===== config.mk =====
export PLATFORM = sky130hd
export DESIGN_NAME = inode_byte_address_flat
export DESIGN_NICKNAME = d
export VERILOG_FILES = /design/src/iba_pkg.sv /design/src/iba_if.sv /design/src/inode_byte_address.sv /design/src/flat_wrapper.sv
export SDC_FILE = /design/constraint.sdc
export NUM_CORES = 2
export LEC_CHECK = 0
export ABC_AREA = 1
export BUFFER_PORTS_ARGS = -buffer_cell sky130_fd_sc_hd__buf_2
export CAP_MARGIN = 20
export CORE_ASPECT_RATIO = 1.75
export CORE_MARGIN = 2
export CORE_UTILIZATION = 65
export CTS_CLUSTER_DIAMETER = 40
export DETAILED_ROUTE_END_ITERATION = 6
export HOLD_SLACK_MARGIN = 0.08
export PLACE_DENSITY = 0.82
export SLEW_MARGIN = 5
export SYNTH_ARGS = -nofsm -noshare
export SYNTH_HDL_FRONTEND = slang
export SYNTH_SLANG_ARGS = --single-unit

===== constraint.sdc =====
create_clock -name clk -period 25.9 [get_ports clk]
set_input_delay 5.18 -clock clk [delete_from_list [all_inputs] [get_ports clk]]
set_output_delay 5.18 -clock clk [all_outputs]
set_load 0.01 [all_outputs]

===== src/iba_pkg.sv =====
// shared widths, register indexes and defaults for the inode byte address block
package iba_pkg;

	localparam int INO_W      = 32;
	localparam int ADDR_W     = 63;
	localparam int IPG_W      = 17;
	localparam int REC_W      = 13;
	localparam int CFG_IDX_W  = 1;
	localparam int CFG_DATA_W = 17;

	localparam logic [CFG_IDX_W-1:0] REG_INODES_PER_GROUP   = 1'd0;
	localparam logic [CFG_IDX_W-1:0] REG_INODE_RECORD_BYTES = 1'd1;

	localparam logic [IPG_W-1:0] IPG_RESET = 17'd8192;
	localparam logic [REC_W-1:0] REC_RESET = 13'd128;

	localparam int BLOCK_BYTES_DEF  = 4096;
	localparam int GROUP_BLOCKS_DEF = 32768;

	localparam int DIV_BITS   = 4;
	localparam int DIV_STAGES = INO_W / DIV_BITS;

	localparam logic [ADDR_W-1:0] ADDR_MAX = {ADDR_W{1'b1}};

endpackage


===== src/iba_if.sv =====
// valid/ready channels for inode numbers in and byte addresses out
interface iba_ino_if;
	import iba_pkg::*;

	logic             valid;
	logic             ready;
	logic [INO_W-1:0] inode_number;

	modport source (output valid, output inode_number, input ready);
	modport sink   (input valid, input inode_number, output ready);

endinterface

interface iba_addr_if;
	import iba_pkg::*;

	logic              valid;
	logic              ready;
	logic [ADDR_W-1:0] byte_address;
	logic              group_has_backup;

	modport source (output valid, output byte_address, output group_has_backup, input ready);
	modport sink   (input valid, input byte_address, input group_has_backup, output ready);

endinterface


===== src/inode_byte_address.sv =====
// inode number to on-disk byte address, pipelined divider and address arithmetic
//
// in_ch carries one inode number per transaction, out_ch one byte address and the
// backup-group flag per transaction, in the same order. wr_en/wr_index/wr_data set
// inodes_per_group (index 0) and inode_record_bytes (index 1); the user must write
// them only while idle, as the block itself does not enforce it.
// Throughput is one transaction per cycle while out_ch does not stall. The divider
// takes DIV_BITS = 4 quotient bits per stage over 8 stages, then one stage multiplies
// (group span, slot offset, backup test), one adds the base and span, and the output
// register adds the slot offset and saturates at 2^63-1.
// Reset empties every stage and loads inodes_per_group 8192 and
// inode_record_bytes 128; an inodes_per_group of 0 divides by 1.
// When out_ch stalls, the output register holds its transaction and each stage
// holds only while the one after it is full and not moving, so empty stages still
// fill and in_ch keeps accepting until the whole pipeline is full.
module inode_byte_address #(
	parameter int BLOCK_BYTES  = iba_pkg::BLOCK_BYTES_DEF,
	parameter int GROUP_BLOCKS = iba_pkg::GROUP_BLOCKS_DEF
) (
	input  logic                           clk,
	input  logic                           arst_n,
	input  logic                           wr_en,
	input  logic [iba_pkg::CFG_IDX_W-1:0]  wr_index,
	input  logic [iba_pkg::CFG_DATA_W-1:0] wr_data,
	iba_ino_if.sink                        in_ch,
	iba_addr_if.source                     out_ch
);
	import iba_pkg::*;

	localparam logic [63:0] GROUP_BYTES = 64'(BLOCK_BYTES) * 64'(GROUP_BLOCKS);
	localparam int          GB_W        = $clog2(GROUP_BYTES + 64'd1);
	localparam int          PROD_W      = INO_W + GB_W;
	localparam int          SLOTP_W     = IPG_W + REC_W;
	localparam logic [63:0] BASE_PLAIN  = 64'(BLOCK_BYTES) * 64'd2;
	localparam logic [63:0] BASE_BACKUP = 64'(BLOCK_BYTES) * 64'd4;
	localparam int          POW_STEPS   = 21;
	localparam int          ST_MUL      = DIV_STAGES;
	localparam int          ST_SUM      = DIV_STAGES + 1;
	localparam int          ST_OUT      = DIV_STAGES + 2;
	localparam int          NS          = DIV_STAGES + 3;

	function automatic logic [IPG_W+INO_W-1:0] div_step(
		input logic [IPG_W-1:0] rem,
		input logic [INO_W-1:0] qd,
		input logic [IPG_W-1:0] d
	);
		logic [IPG_W:0]   t;
		logic [IPG_W-1:0] r;
		logic [INO_W-1:0] q;
		r = rem;
		q = qd;
		for (int k = 0; k < DIV_BITS; k++) begin
			t = {r, q[INO_W-1]};
			q = {q[INO_W-2:0], 1'b0};
			if (t >= {1'b0, d}) begin
				t    = t - {1'b0, d};
				q[0] = 1'b1;
			end
			r = t[IPG_W-1:0];
		end
		return {r, q};
	endfunction

	// group 0, or an exact power of 3, 5 or 7 (group 1 is the zeroth power)
	function automatic logic is_backup(input logic [INO_W-1:0] g);
		logic        hit;
		logic [63:0] p3;
		logic [63:0] p5;
		logic [63:0] p7;
		hit = (g == '0);
		p3  = 64'd1;
		p5  = 64'd1;
		p7  = 64'd1;
		for (int k = 0; k < POW_STEPS; k++) begin
			hit = hit | (64'(g) == p3) | (64'(g) == p5) | (64'(g) == p7);
			p3  = p3 * 64'd3;
			p5  = p5 * 64'd5;
			p7  = p7 * 64'd7;
		end
		return hit;
	endfunction

	logic [IPG_W-1:0] ipg_q;
	logic [REC_W-1:0] rec_q;
	logic [IPG_W-1:0] divisor;

	logic [NS-1:0] vld_s;
	logic [NS-1:0] take;

	logic [IPG_W-1:0] div_rem_s [DIV_STAGES];
	logic [INO_W-1:0] div_quo_s [DIV_STAGES];

	logic [PROD_W-1:0]  span_s9;
	logic [SLOTP_W-1:0] slotp_s9;
	logic               backup_s9;

	logic [63:0]        sum_s10;
	logic [SLOTP_W-1:0] slotp_s10;
	logic               backup_s10;

	logic [ADDR_W-1:0] addr_s11;
	logic              backup_s11;

	logic [ADDR_W-1:0] span_sat;
	logic [63:0]       base_sel;
	logic [64:0]       total;

	// configuration registers
	always_ff @(posedge clk or negedge arst_n) begin
		if (!arst_n) begin
			ipg_q <= IPG_RESET;
			rec_q <= REC_RESET;
		end else if (wr_en) begin
			unique case (wr_index)
				REG_INODES_PER_GROUP:   ipg_q <= wr_data[IPG_W-1:0];
				REG_INODE_RECORD_BYTES: rec_q <= wr_data[REC_W-1:0];
				default: ;
			endcase
		end
	end

	assign divisor = (ipg_q == '0) ? IPG_W'(1) : ipg_q;

	// a stage loads when it is empty or its contents move on
	always_comb begin
		take[NS-1] = !vld_s[NS-1] || out_ch.ready;
		for (int i = NS - 2; i >= 0; i--) begin
			take[i] = !vld_s[i] || take[i+1];
		end
	end

	assign in_ch.ready = take[0];

	always_ff @(posedge clk or negedge arst_n) begin
		if (!arst_n) begin
			vld_s <= '0;
		end else begin
			if (take[0]) begin
				vld_s[0] <= in_ch.valid;
			end
			for (int i = 1; i < NS; i++) begin
				if (take[i]) begin
					vld_s[i] <= vld_s[i-1];
				end
			end
		end
	end

	// restoring divider, DIV_BITS quotient bits per stage
	always_ff @(posedge clk) begin
		if (take[0]) begin
			{div_rem_s[0], div_quo_s[0]} <= div_step('0, in_ch.inode_number, divisor);
		end
		for (int j = 1; j < DIV_STAGES; j++) begin
			if (take[j]) begin
				{div_rem_s[j], div_quo_s[j]} <= div_step(div_rem_s[j-1], div_quo_s[j-1], divisor);
			end
		end
	end

	// products and backup test
	always_ff @(posedge clk) begin
		if (take[ST_MUL]) begin
			span_s9   <= PROD_W'(div_quo_s[DIV_STAGES-1]) * PROD_W'(GROUP_BYTES[GB_W-1:0]);
			slotp_s9  <= SLOTP_W'(div_rem_s[DIV_STAGES-1]) * SLOTP_W'(rec_q);
			backup_s9 <= is_backup(div_quo_s[DIV_STAGES-1]);
		end
	end

	always_comb begin
		span_sat = (65'(span_s9) > 65'(ADDR_MAX)) ? ADDR_MAX : ADDR_W'(span_s9);
		base_sel = backup_s9 ? BASE_BACKUP : BASE_PLAIN;
		total    = 65'(sum_s10) + 65'(slotp_s10);
	end

	always_ff @(posedge clk) begin
		if (take[ST_SUM]) begin
			sum_s10    <= base_sel + 64'(span_sat);
			slotp_s10  <= slotp_s9;
			backup_s10 <= backup_s9;
		end
		if (take[ST_OUT]) begin
			addr_s11   <= (total > 65'(ADDR_MAX)) ? ADDR_MAX : ADDR_W'(total);
			backup_s11 <= backup_s10;
		end
	end

	assign out_ch.valid            = vld_s[ST_OUT];
	assign out_ch.byte_address     = addr_s11;
	assign out_ch.group_has_backup = backup_s11;

endmodule

===== src/flat_wrapper.sv =====
// flat-port wrapper written by rule: the top's interface ports become plain ports
module inode_byte_address_flat import iba_pkg::*;
#(
	parameter int BLOCK_BYTES  = iba_pkg::BLOCK_BYTES_DEF,
	parameter int GROUP_BLOCKS = iba_pkg::GROUP_BLOCKS_DEF
)
  (clk, arst_n, wr_en, wr_index, wr_data, in_ch_valid, in_ch_inode_number, in_ch_ready, out_ch_valid, out_ch_byte_address, out_ch_group_has_backup, out_ch_ready);
  iba_ino_if in_ch_i ();
  iba_addr_if out_ch_i ();
  input  logic clk;
  input  logic arst_n;
  input  logic wr_en;
  input  logic [iba_pkg::CFG_IDX_W-1:0] wr_index;
  input  logic [iba_pkg::CFG_DATA_W-1:0] wr_data;
  input wire logic [$bits(in_ch_i.valid)-1:0] in_ch_valid;
  input wire logic [$bits(in_ch_i.inode_number)-1:0] in_ch_inode_number;
  output wire logic [$bits(in_ch_i.ready)-1:0] in_ch_ready;
  output wire logic [$bits(out_ch_i.valid)-1:0] out_ch_valid;
  output wire logic [$bits(out_ch_i.byte_address)-1:0] out_ch_byte_address;
  output wire logic [$bits(out_ch_i.group_has_backup)-1:0] out_ch_group_has_backup;
  input wire logic [$bits(out_ch_i.ready)-1:0] out_ch_ready;
  assign in_ch_i.valid = in_ch_valid;
  assign in_ch_i.inode_number = in_ch_inode_number;
  assign in_ch_ready = in_ch_i.ready;
  assign out_ch_valid = out_ch_i.valid;
  assign out_ch_byte_address = out_ch_i.byte_address;
  assign out_ch_group_has_backup = out_ch_i.group_has_backup;
  assign out_ch_i.ready = out_ch_ready;
  inode_byte_address #(.BLOCK_BYTES(BLOCK_BYTES), .GROUP_BLOCKS(GROUP_BLOCKS)) u_core (.clk(clk), .arst_n(arst_n), .wr_en(wr_en), .wr_index(wr_index), .wr_data(wr_data), .in_ch(in_ch_i), .out_ch(out_ch_i));
endmodule

==> out/qor.txt <==
status -> finished, violations left
failing checks -> DRC
gpl congestion -> 1.03
Period minus WS final -> 14.35 ns
Fin. Hold Viols -> 0
Req. time, crit path -> 20.72 ns
Initial DRT Pass Iterations -> 7
Cell Area, Synth -> 0.0613 mm^2
post-synth cell types -> 67
RSZ-0062 raised after global routing -> false
Clock Pin Slew Worst Setup and Hold Paths -> 0.06 ns
FF+latch count, synth -> 621
WL final -> 199000 um
synthesis-to-finish area growth -> 7.49%
Fin Clk Skew -> 0.0513 ns
Die Span Y -> 410 um
max_slew headroom -> 0.363
Ports -> 121
fmax -> 69.7 MHz
Post-synth EDFFs -> 580
Starting Density -> 0.653
Worst setup SP type -> input pin
Critical Path AT -> 9.17 ns
IO Port Bufs -> 117
CTS H-tree depth -> 3
hpwl dp -> 151000 um
Slew @ Worst Pin -> 0.945 ns
Setup Viol. Count Final -> 0
Post-Synthesis Cells -> 7936
CTS resizes -> 0
commonest cells after routing, fill and taps aside -> nand2_1 (2392), inv_1 (979), ha_1 (609)
wire length per cell -> 21.3 um
GRT met3 Usage -> 0.0781
vias per cell -> 6.02
GR Util met1 -> 0.374
Die ar. -> 0.0968 mm^2
Root Buffer -> clkbuf_16
vias -> 56100
Tot GR Track Use -> 0.411
die width -> 236 um
sequential fraction of the synthesis area -> 0.301
GR peak layer -> met2
Std-Cell Rows -> 149
largest net degree at the start of global routing -> 66
first-pass GRT wire length -> 304000 um
Setup TNS -> 0 ns
yosys warns -> 0
GRT met2 Usage -> 0.734
core area -> 0.0938 mm^2
max_cap viols -> 0
DRC Markers -> 4
post-route ant nets -> 0
initial DRC count -> 4317
Worst-Skew Late Latency -> 0.72 ns
critical path type -> in2out
Num Clock Sinks -> 621
# nets final -> 8906
share of cells above drive strength 1 -> 0.0687
ys flop type -> edfxtp_1
Post CTS Setup Buffer Count -> 0
Setup crit end kind -> primary output
initial antenna violation count -> 11
Syn Area/Cell -> 7.72 um^2
min-delay worst type -> reg2reg
Async S/R FF share, synth -> 0.0660
max-slew violation count -> 0
commonest non-fill, non-tap cell in the layout -> nand2_1
CTS tree -> yes
fin crit share -> 0.554
vias in the first global route -> 57000
CTS Buf Count -> 80
hold buffers post-CTS -> 0
clk buf depth -> 3
worst-path maximum fanout -> 63
Congestion Overflow GR -> 0
## area by class of cell
cell class	count	area, um^2
Timing Repair Buffer	160	953
Tap cell	1208	1510
Inverter	1029	3860
Sequential cell	621	18400
Multi-Input combinational cell	6153	38100
Antenna cell	6	15.0
Clock buffer	89	2050
Fill cell	7679	27900
Clock inverter	61	880
## worst paths after layout
path / from / end / slack, ns / depth (start not counted)
worst max-delay path: out_ch_ready / in_ch_ready / 11.55 / 24
worst min-delay path: u_core.div_quo_s[143] / u_core.div_quo_s[115] / 0.40 / 0
worst max register to register: u_core.ipg_q[5] / u_core.div_rem_s[64] / 14.06 / 51
worst min register to register: u_core.div_quo_s[143] / u_core.div_quo_s[115] / 0.40 / 0
max in group asynchronous: arst_n / u_core.ipg_q[1] / 20.71 / 2
min in group asynchronous: arst_n / u_core.vld_s[6] / 4.64 / 2
## flip-flops by register name (all words and copies together), names as in the netlist
register / count
u_core.backup_s9: 1
u_core.slotp_s10: 30
u_core.slotp_s9: 30
u_core.out_ch.byte_address: 60
u_core.span_s9: 32
u_core.sum_s10: 34
u_core.vld_s: 11
u_core.out_ch.group_has_backup: 1
u_core.div_quo_s: 256
u_core.div_rem_s: 136
u_core.ipg_q: 17
u_core.rec_q: 13
## synthesized netlist by cell type, types with 46 or more instances
cell type,number,area [um^2]
a21oi_1,559,2800
inv_1,1001,3760
fa_1,197,3940
nor3_1,90,450
xor2_1,280,2450
nand3_1,319,1600
o21ai_1,115,576
clkbuf_1,46,173
nand2_2,48,300
o21ai_0,339,1700
xnor2_1,206,1800
nor4_1,48,300
ha_1,609,7620
edfxtp_1,580,17400
nand4_1,77,482
nand2_1,2394,8990
nor2_1,458,1720
## metrics by stage
stage	utilization	setup WS (ns)	hold WS, ns	std cells	instance area (um^2)
6_report	0.702	11.55	0.403	9327	65900
5_1_grt	0.702	11.23	0.400	9324	65800
4_1_cts	0.701	11.52	0.397	9318	65800
3_5_place_dp	0.670	11.56	0.405	9168	62800
3_3_place_gp	0.670	11.62	0.400	9168	62800
2_1_floorplan	-	4.37	0.400	7938	61300
## worst max-delay path: stages
cell,delay [ns]
buf_2,0.08
nor2_1,0.04
inv_2,0.04
buf_4,0.61
nor2_1,0.11
inv_2,0.10
nor2_1,0.05
inv_2,0.06
nor2_1,0.05
inv_2,0.04
buf_4,0.55
nor2_1,0.12
inv_2,0.10
nor2_1,0.05
inv_2,0.05
nor2_1,0.04
inv_2,0.05
nor2_1,0.07
nand2_2,0.06
buf_4,0.55
nor2_1,0.19
nand2_2,0.10
buf_4,0.58
buf_2,0.26
## layer usage
metal / share of wire / up-vias
met5: 0.00023 / -
met4: 0.12 / 6
met3: 0.065 / 1187
met2: 0.50 / 2585
met1: 0.31 / 25800
li1: - / 26500
## kinds of logic after synthesis
logic type / synth area share
fa+ha+maj: 0.189
other cells: 0.0000612
simple gates: 0.249
flops: 0.301
buf+inv: 0.0767
xor+xnor: 0.0695
compound gates: 0.115
Power is not shown: default switching activity piles up to over one toggle a cycle in this logic, so the estimate is an artifact.
